**src/rtl/core/wmcp_pkg.sv**
```systemverilog
// shared types, constants and color ramps of the window max colormap pixel block
package wmcp_pkg;

    localparam int LEVEL_W       = 16;
    localparam int RAMP_ENTRIES  = 14;
    localparam int FRACTION_BITS = 16;
    localparam int CHAN_W        = 8;

    // 80 dB in q8.8 is 5 * 2^12
    localparam int RANGE_Q88   = 20480;
    localparam int RANGE_SHIFT = 12;
    localparam int RANGE_ODD   = 5;

    localparam int CFG_INDEX_W = 2;

    localparam int U_W   = $clog2(RANGE_Q88 + 1);
    localparam int V_W   = $clog2(RANGE_Q88 * (RAMP_ENTRIES - 1) + 1);
    localparam longint unsigned Y_MAX =
        ((64'(RANGE_Q88) * 64'(RAMP_ENTRIES - 1)) << FRACTION_BITS) >> RANGE_SHIFT;
    localparam int Y_W   = $clog2(Y_MAX + 64'd1);
    localparam int P_W   = $clog2((64'(RAMP_ENTRIES - 1) << FRACTION_BITS) + 64'd1);
    localparam int IDX_W = $clog2(RAMP_ENTRIES);

    // reciprocal of the odd factor, exact for every y below 2^Y_W
    localparam int RECIP_SHIFT = Y_W + 2;
    localparam longint unsigned RECIP =
        ((64'd1 << RECIP_SHIFT) + 64'(RANGE_ODD - 1)) / 64'(RANGE_ODD);

    typedef enum logic [CFG_INDEX_W-1:0] {
        CFG_PEAK_LEVEL     = 2'd0,
        CFG_PALETTE_SELECT = 2'd1
    } cfg_index_t;

    typedef struct packed {
        logic signed [LEVEL_W-1:0] peak_level;
        logic                      palette_select;
    } cfg_t;

    typedef logic [3*CHAN_W-1:0] rgb_t;

    localparam rgb_t RAMP_DARK [RAMP_ENTRIES] = '{
        24'h1a1a19, 24'h0d366b, 24'h104281, 24'h184f95, 24'h1c5cab,
        24'h256abf, 24'h2a78d6, 24'h3987e5, 24'h5598e7, 24'h6da7ec,
        24'h86b6ef, 24'h9ec5f4, 24'hb7d3f6, 24'hcde2fb
    };

    localparam rgb_t RAMP_LIGHT [RAMP_ENTRIES] = '{
        24'hfcfcfb, 24'hcde2fb, 24'hb7d3f6, 24'h9ec5f4, 24'h86b6ef,
        24'h6da7ec, 24'h5598e7, 24'h3987e5, 24'h2a78d6, 24'h256abf,
        24'h1c5cab, 24'h184f95, 24'h104281, 24'h0d366b
    };

    function automatic rgb_t ramp_color(input logic light, input logic [IDX_W-1:0] idx);
        rgb_t c;
        if (light)
        begin
            c = RAMP_LIGHT[idx];
        end
        else
        begin
            c = RAMP_DARK[idx];
        end
        return c;
    endfunction

endpackage

```
**src/rtl/core/wmcp_window_max.sv**
```systemverilog
// running maximum over one window, hands the window maximum to the next stage
module wmcp_window_max (
    input  logic                                clk,
    input  logic                                rst_n,
    input  logic                                in_valid,
    output logic                                in_stall,
    input  logic signed [wmcp_pkg::LEVEL_W-1:0] level_db,
    input  logic                                window_last,
    output logic                                max_valid,
    input  logic                                max_ready,
    output logic signed [wmcp_pkg::LEVEL_W-1:0] max_level
);

    logic signed [wmcp_pkg::LEVEL_W-1:0] running_max_reg, running_max_next;
    logic                                window_open_reg, window_open_next;
    logic signed [wmcp_pkg::LEVEL_W-1:0] max_level_reg, max_level_next;
    logic                                max_valid_reg, max_valid_next;
    logic                                stage_ready;
    logic                                accept;
    logic signed [wmcp_pkg::LEVEL_W-1:0] new_max;

    assign stage_ready = !max_valid_reg || max_ready;
    assign in_stall    = !stage_ready;
    assign accept      = in_valid && stage_ready;

    // first cell of a window restarts the maximum
    assign new_max = (!window_open_reg || (level_db > running_max_reg)) ?
                     level_db : running_max_reg;

    always_comb
    begin
        running_max_next = running_max_reg;
        window_open_next = window_open_reg;
        max_level_next   = max_level_reg;
        max_valid_next   = max_valid_reg;
        if (stage_ready)
        begin
            max_valid_next = accept && window_last;
        end
        if (accept)
        begin
            running_max_next = new_max;
            window_open_next = !window_last;
            if (window_last)
            begin
                max_level_next = new_max;
            end
        end
    end

    always_ff @(posedge clk or negedge rst_n)
    begin
        if (!rst_n)
        begin
            running_max_reg <= '0;
            window_open_reg <= 1'b0;
            max_valid_reg   <= 1'b0;
        end
        else
        begin
            running_max_reg <= running_max_next;
            window_open_reg <= window_open_next;
            max_valid_reg   <= max_valid_next;
        end
    end

    always_ff @(posedge clk)
    begin
        max_level_reg <= max_level_next;
    end

    assign max_valid = max_valid_reg;
    assign max_level = max_level_reg;

endmodule

```
**src/rtl/core/wmcp_position.sv**
```systemverilog
// places the window maximum on the 80 dB scale and scales it onto the ramp
module wmcp_position (
    input  logic                                clk,
    input  logic                                rst_n,
    input  logic                                max_valid,
    output logic                                max_ready,
    input  logic signed [wmcp_pkg::LEVEL_W-1:0] max_level,
    input  logic signed [wmcp_pkg::LEVEL_W-1:0] peak_level,
    output logic                                pos_valid,
    input  logic                                pos_ready,
    output logic        [wmcp_pkg::P_W-1:0]     position
);

    logic signed [wmcp_pkg::LEVEL_W+1:0]            u_raw;
    logic        [wmcp_pkg::U_W-1:0]                u_clamp;
    logic        [wmcp_pkg::V_W-1:0]                v;
    logic        [wmcp_pkg::V_W+wmcp_pkg::FRACTION_BITS-1:0] v_scaled;
    logic        [wmcp_pkg::Y_W-1:0]                y;
    logic        [2*wmcp_pkg::Y_W-1:0]              prod;
    logic        [wmcp_pkg::P_W-1:0]                position_reg, position_next;
    logic                                           pos_valid_reg, pos_valid_next;
    logic                                           stage_ready;

    assign stage_ready = !pos_valid_reg || pos_ready;
    assign max_ready   = stage_ready;

    always_comb
    begin
        u_raw = (wmcp_pkg::LEVEL_W+2)'(max_level) - (wmcp_pkg::LEVEL_W+2)'(peak_level)
              + (wmcp_pkg::LEVEL_W+2)'(wmcp_pkg::RANGE_Q88);
        if (u_raw < 0)
        begin
            u_clamp = '0;
        end
        else if (u_raw > (wmcp_pkg::LEVEL_W+2)'(wmcp_pkg::RANGE_Q88))
        begin
            u_clamp = wmcp_pkg::U_W'(wmcp_pkg::RANGE_Q88);
        end
        else
        begin
            u_clamp = wmcp_pkg::U_W'(u_raw);
        end
        v        = wmcp_pkg::V_W'(u_clamp) * wmcp_pkg::V_W'(wmcp_pkg::RAMP_ENTRIES - 1);
        // divide by the power of two part of the range first, then by the odd part
        v_scaled = {v, {wmcp_pkg::FRACTION_BITS{1'b0}}};
        y        = wmcp_pkg::Y_W'(v_scaled >> wmcp_pkg::RANGE_SHIFT);
        prod     = (2*wmcp_pkg::Y_W)'(y) * (2*wmcp_pkg::Y_W)'(wmcp_pkg::RECIP);
        position_next  = position_reg;
        pos_valid_next = pos_valid_reg;
        if (stage_ready)
        begin
            pos_valid_next = max_valid;
            if (max_valid)
            begin
                position_next = wmcp_pkg::P_W'(prod >> wmcp_pkg::RECIP_SHIFT);
            end
        end
    end

    always_ff @(posedge clk or negedge rst_n)
    begin
        if (!rst_n)
        begin
            pos_valid_reg <= 1'b0;
        end
        else
        begin
            pos_valid_reg <= pos_valid_next;
        end
    end

    always_ff @(posedge clk)
    begin
        position_reg <= position_next;
    end

    assign pos_valid = pos_valid_reg;
    assign position  = position_reg;

endmodule

```
**src/rtl/core/wmcp_blend.sv**
```systemverilog
// ramp segment lookup and per channel linear interpolation into the output register
module wmcp_blend (
    input  logic                            clk,
    input  logic                            rst_n,
    input  logic                            pos_valid,
    output logic                            pos_ready,
    input  logic [wmcp_pkg::P_W-1:0]        position,
    input  logic                            palette_select,
    output logic                            out_valid,
    input  logic                            out_stall,
    output logic [wmcp_pkg::CHAN_W-1:0]     red,
    output logic [wmcp_pkg::CHAN_W-1:0]     green,
    output logic [wmcp_pkg::CHAN_W-1:0]     blue
);

    localparam int F     = wmcp_pkg::FRACTION_BITS;
    localparam int NUM_W = F + 10;
    localparam int CW    = wmcp_pkg::CHAN_W;

    function automatic logic [CW-1:0] blend_channel(
        input logic [CW-1:0] a,
        input logic [CW-1:0] b,
        input logic [F:0]    f
    );
        logic signed [CW:0]      diff;
        logic signed [NUM_W-1:0] num;
        diff = $signed({1'b0, b}) - $signed({1'b0, a});
        // a*2^F + (b-a)*f + half, never negative
        num  = (NUM_W'($signed({1'b0, a})) <<< F)
             + NUM_W'(diff) * NUM_W'($signed({1'b0, f}))
             + (NUM_W'(1) <<< (F - 1));
        return num[F+CW-1:F];
    endfunction

    logic [wmcp_pkg::P_W-F-1:0]   seg_raw;
    logic [wmcp_pkg::IDX_W-1:0]   seg;
    logic [F:0]                   frac;
    wmcp_pkg::rgb_t               color_a;
    wmcp_pkg::rgb_t               color_b;
    wmcp_pkg::rgb_t               rgb_reg, rgb_next;
    logic                         out_valid_reg, out_valid_next;
    logic                         stage_ready;

    assign stage_ready = !out_valid_reg || !out_stall;
    assign pos_ready   = stage_ready;

    always_comb
    begin
        seg_raw = position[wmcp_pkg::P_W-1:F];
        if (seg_raw > (wmcp_pkg::P_W-F)'(wmcp_pkg::RAMP_ENTRIES - 2))
        begin
            seg = wmcp_pkg::IDX_W'(wmcp_pkg::RAMP_ENTRIES - 2);
        end
        else
        begin
            seg = wmcp_pkg::IDX_W'(seg_raw);
        end
        frac    = (F+1)'(position - (wmcp_pkg::P_W'(seg) << F));
        color_a = wmcp_pkg::ramp_color(palette_select, seg);
        color_b = wmcp_pkg::ramp_color(palette_select, seg + wmcp_pkg::IDX_W'(1));
        rgb_next       = rgb_reg;
        out_valid_next = out_valid_reg;
        if (stage_ready)
        begin
            out_valid_next = pos_valid;
            if (pos_valid)
            begin
                rgb_next = {blend_channel(color_a[3*CW-1:2*CW], color_b[3*CW-1:2*CW], frac),
                            blend_channel(color_a[2*CW-1:CW], color_b[2*CW-1:CW], frac),
                            blend_channel(color_a[CW-1:0], color_b[CW-1:0], frac)};
            end
        end
    end

    always_ff @(posedge clk or negedge rst_n)
    begin
        if (!rst_n)
        begin
            out_valid_reg <= 1'b0;
        end
        else
        begin
            out_valid_reg <= out_valid_next;
        end
    end

    always_ff @(posedge clk)
    begin
        rgb_reg <= rgb_next;
    end

    assign out_valid = out_valid_reg;
    assign red       = rgb_reg[3*CW-1:2*CW];
    assign green     = rgb_reg[2*CW-1:CW];
    assign blue      = rgb_reg[CW-1:0];

endmodule

```
**src/rtl/core/window_max_colormap_pixel.sv**
```systemverilog
// top level of the window max colormap pixel block
//
// input channel: level_db (signed q8.8) and window_last, moved by in_valid and
// in_stall; a transaction happens on a rising edge with in_valid high and
// in_stall low. the cells of one window come in a row, the last one marked.
// output channel: one red/green/blue pixel per window on out_valid, held until
// a transaction with out_stall low.
// config channel: cfg_index/cfg_data on cfg_valid, always ready; index 0 is
// peak_level, index 1 palette_select, other indexes are dropped. write only
// while no pixel is in flight.
// throughput: one cell per cycle, sustained while in_stall is low, with no bubbles between windows.
// the marked cell's transaction reaches out_valid through the window register,
// which takes the maximum at that edge, then the position register
// (reciprocal multiply) and the output register (interpolation multiply).
// a stalled receiver fills the three stage registers, after which in_stall
// rises; nothing is dropped.
// reset clears the running maximum, the open window flag, all stage valid
// flags and both config registers.
module window_max_colormap_pixel (
    input  logic                                    clk,
    input  logic                                    rst_n,
    input  logic                                    in_valid,
    output logic                                    in_stall,
    input  logic signed [wmcp_pkg::LEVEL_W-1:0]     level_db,
    input  logic                                    window_last,
    output logic                                    out_valid,
    input  logic                                    out_stall,
    output logic        [wmcp_pkg::CHAN_W-1:0]      red,
    output logic        [wmcp_pkg::CHAN_W-1:0]      green,
    output logic        [wmcp_pkg::CHAN_W-1:0]      blue,
    input  logic                                    cfg_valid,
    output logic                                    cfg_ready,
    input  logic        [wmcp_pkg::CFG_INDEX_W-1:0] cfg_index,
    input  logic        [wmcp_pkg::LEVEL_W-1:0]     cfg_data
);

    wmcp_pkg::cfg_t                      cfg_reg, cfg_next;
    logic                                max_valid;
    logic                                max_ready;
    logic signed [wmcp_pkg::LEVEL_W-1:0] max_level;
    logic                                pos_valid;
    logic                                pos_ready;
    logic        [wmcp_pkg::P_W-1:0]     position;

    assign cfg_ready = 1'b1;

    always_comb
    begin
        cfg_next = cfg_reg;
        if (cfg_valid)
        begin
            case (wmcp_pkg::cfg_index_t'(cfg_index))
                wmcp_pkg::CFG_PEAK_LEVEL:     cfg_next.peak_level     = $signed(cfg_data);
                wmcp_pkg::CFG_PALETTE_SELECT: cfg_next.palette_select = cfg_data[0];
                default:                      cfg_next = cfg_reg;
            endcase
        end
    end

    always_ff @(posedge clk or negedge rst_n)
    begin
        if (!rst_n)
        begin
            cfg_reg <= '0;
        end
        else
        begin
            cfg_reg <= cfg_next;
        end
    end

    wmcp_window_max u_window_max (
        .clk         (clk),
        .rst_n       (rst_n),
        .in_valid    (in_valid),
        .in_stall    (in_stall),
        .level_db    (level_db),
        .window_last (window_last),
        .max_valid   (max_valid),
        .max_ready   (max_ready),
        .max_level   (max_level)
    );

    wmcp_position u_position (
        .clk        (clk),
        .rst_n      (rst_n),
        .max_valid  (max_valid),
        .max_ready  (max_ready),
        .max_level  (max_level),
        .peak_level (cfg_reg.peak_level),
        .pos_valid  (pos_valid),
        .pos_ready  (pos_ready),
        .position   (position)
    );

    wmcp_blend u_blend (
        .clk            (clk),
        .rst_n          (rst_n),
        .pos_valid      (pos_valid),
        .pos_ready      (pos_ready),
        .position       (position),
        .palette_select (cfg_reg.palette_select),
        .out_valid      (out_valid),
        .out_stall      (out_stall),
        .red            (red),
        .green          (green),
        .blue           (blue)
    );

endmodule

```
**config.mk**
```make
export PLATFORM = sky130hd
export DESIGN_NAME = window_max_colormap_pixel
export DESIGN_NICKNAME = d
export VERILOG_FILES = /design/src/rtl/core/wmcp_pkg.sv /design/src/rtl/core/wmcp_window_max.sv /design/src/rtl/core/wmcp_position.sv /design/src/rtl/core/wmcp_blend.sv /design/src/rtl/core/window_max_colormap_pixel.sv
export SDC_FILE = /design/constraint.sdc
export NUM_CORES = 2
export LEC_CHECK = 0
export BUFFER_PORTS_ARGS = -buffer_cell sky130_fd_sc_hd__buf_4
export CAP_MARGIN = 20
export CORE_MARGIN = 10
export CORE_UTILIZATION = 45
export DETAILED_ROUTE_END_ITERATION = 7
export GPL_TIMING_DRIVEN = 0
export SKIP_CTS_REPAIR_TIMING = 1
export SLEW_MARGIN = 20
export SYNTH_ARGS = -nofsm -noshare
export SYNTH_HDL_FRONTEND = slang
export SYNTH_SLANG_ARGS = --single-unit
```
**constraint.sdc**
```tcl
create_clock -name clk -period 12.7 [get_ports clk]
set_input_delay 0.635 -clock clk [delete_from_list [all_inputs] [get_ports clk]]
set_output_delay 0.635 -clock clk [all_outputs]
set_load 0.1 [all_outputs]
```
==> flow_summary.yaml <==
logic_synthesis:
  netlist_area_um2: 27810
  synth_enable_flop_cells: 60
  synth_nets: 3970
  syn_inst: 3072
  synth_ff_type: "edfxtp_1"
  ys_seq_elements: 97
  syn_area_per_cell_um2: 9.052
  ys_top_cells_by_area: "fa_1 34%, ha_1 18%, inv_1 8.8%"
  async_flop_share_pct: 38.14
  synthDistinctLibCells: 93
  yosysWarnings: 0
  synth_top_cell_by_area: "fa_1"
  ys_seq_area_share_pct: 9.809
  synth_top_area_share_pct: 33.69
setup_path:
  crit_fanout: 7
  path_class: "reg -> reg"
  cp_common_cell: "fa_1"
  startpoint_type: "flip-flop"
  r2r_start: "u_window_max.max_level[1]"
  arrival_ps: 12190
  slowest_stage: "fa_1"
  required_ps: 12840
  critical_path.max_stage_delay_ps: 550
  r2r_setup_slack_ps: 660
  critPathLaunch: "u_window_max.max_level[1]"
  endpoint_kind: "flip-flop"
status:
  outcome: "complete, no violations"
timing:
  finalClockSkew_ps: 19.58
  slew-limit-headroom_pct: 28.43
  fin_crit_ps: 12040
  setup-tns-final_ps: 0
  fin_crit_sh_pct: 94.83
  maxSlewViolCount: 0
  finalHoldViolCount: 0
  timing.fmax_mhz: 83.03
  finalSetupViolCount: 0
  worst_slew_pin_slew_ps: 1066
route:
  drtIter0Drc: 1213
  vias_per_cell: 5.387
  wire_per_inst_um: 19.67
  drtPass1Iterations: 6
  vias: 21304
  drc: 0
  drtAntennaViolNets: 0
  wirelength_mm: 77.79
clock_tree:
  cts-root-buf: "clkbuf_16"
  tritoncts: "done"
  path_clk_slew_ps: 90
  clk_latency_ps: 400
  clock_path_buffers: 2
  cts_buffers: 9
  cts.sinks: 97
  htreeDepth: 3
global_route:
  antenna_found_initial: 0
  grt_pass1_wl_mm: 125.2
  grt_pass1_vias: 23122
  grt_max_degree: 38
  grt_overflow: 0
  grt_use_total_pct: 22.32
die:
  chipWidth_um: 268.6
  num_rows: 91
  core_um2: 61480
  dieArea_um2: 72140
  fp.dieH_um: 268.6
  initial_core_util_pct: 45.23
  io_pins: 67
flow_run:
  cap_viol_max_count: 0
placement:
  io_buffers: 65
  dp_hpwl_mm: 65.39
  place_congestion: 0.9324
worst_hold_path:
  hp-class: "in -> async"
layout:
  largest_reg_flops: 24
  syn_to_final_growth_pct: 7.460
  layout.nets: 4056
  fillers: 5912
  drive_gt1_share_pct: 5.659
worst max-delay path: cells and delay by family (launching register included):
family	cells	cell delay, ps
flops	1	430
fa+ha+maj	14	5490
simple gates	7	1380
compound gates	17	3330
buf+inv	9	830
xor+xnor	2	320
layer usage:
metal	GRT usage, %	up-vias	share of wire, %
met4	7.864	0	3.6
met3	2.918	145	4.6
met2	39.49	548	50
li1	-	9851	-
met1	27.52	10760	42
met5	0	-	0
layout by cell type, fill, tap and decap left out, types with 7 or more instances in the layout:
cell / instances
nand2b_1: 126
fa_1: 468
edfxtp_1: 60
clkbuf_1: 95
nand2_1: 281
a21o_1: 12
o21a_1: 20
and3_1: 9
a31oi_1: 15
nand4_1: 14
inv_1: 652
nand3_1: 33
buf_1: 9
nor2_1: 125
nor3_1: 29
buf_4: 72
o21ai_0: 98
o22ai_1: 16
buf_2: 7
a21oi_1: 99
clkbuf_16: 9
mux2_2: 33
dfrtp_1: 37
and2_1: 148
o21bai_1: 9
ha_1: 390
nor2b_1: 22
or3_1: 11
a211oi_1: 8
xnor2_1: 73
xor2_1: 24
cells by family after synthesis:
group	synth area share, %
multiplexers	1.566
buffers and inverters	10.40
adder cells (fa/ha/maj)	51.24
AO/OA/AOI/OAI	8.585
XOR/XNOR	3.118
other	0.01349
AND/OR/NAND/NOR	15.27
flip-flops	9.809
Yosys cell counts, types with 6 or more instances:
library cell	number
a211oi_1	9
edfxtp_1	60
nor2b_1	22
nand2_1	281
or3_1	11
or2_2	6
o21a_1	20
a21o_1	12
a21oi_1	101
fa_1	468
nor3_1	29
nor2_1	127
dfrtp_1	37
inv_1	652
o31ai_1	7
o211ai_1	6
a31oi_1	15
xnor2_1	75
mux2_2	33
xor2_1	24
clkbuf_1	95
o41ai_1	7
nand2b_1	126
and3_1	9
buf_1	9
o22ai_1	16
nand4_1	14
o21ai_0	100
o21bai_1	9
and2_1	149
a21boi_0	6
ha_1	390
nand3_1	33
path summary, 6_finish.rpt:
path,end,cells after the start
min,u_window_max.running_max_reg[3],1
max,u_position.position[19],49
min reg2reg,u_position.pos_valid,1
max in group asynchronous,cfg_reg[14],1
min in group clk,cfg_reg[10],3
max reg2reg,u_position.position[19],49
layout make-up:
class | instances | area, um2 | share of cell area (%)
sequential | 97 | 2728 | 9.128
clock inverter | 7 | 81.33 | 0.2722
inverter | 653 | 2451 | 8.202
clock buffer | 9 | 225.2 | 0.7537
multi-input combinational | 2211 | 22390 | 74.92
buffer | 111 | 440.4 | 1.474
antenna | 2 | 5.005 | 0.01675
tap | 790 | 988.4 | 3.308
timing repair buffer | 75 | 575.6 | 1.926
per-stage QoR:
stage / instances / instance area (um2) / worst slack (ps) / utilization (%) / hold slack (ps)
after floorplan: 3072 / 27810 / 1488 / - / 339.4
final: 3955 / 29880 / 656.7 / 48.60 / 199.8
after detailed placement: 3931 / 29370 / -206.1 / 47.77 / 475.6
after global routing: 3953 / 29880 / -28.10 / 48.59 / 224.8
after global placement: 3927 / 29280 / 8.312 / 47.63 / 467.6
after CTS: 3947 / 29670 / -267.4 / 48.26 / 194.1
Power is not shown: default switching activity piles up to over one toggle a cycle in this logic, so the estimate is an artifact.
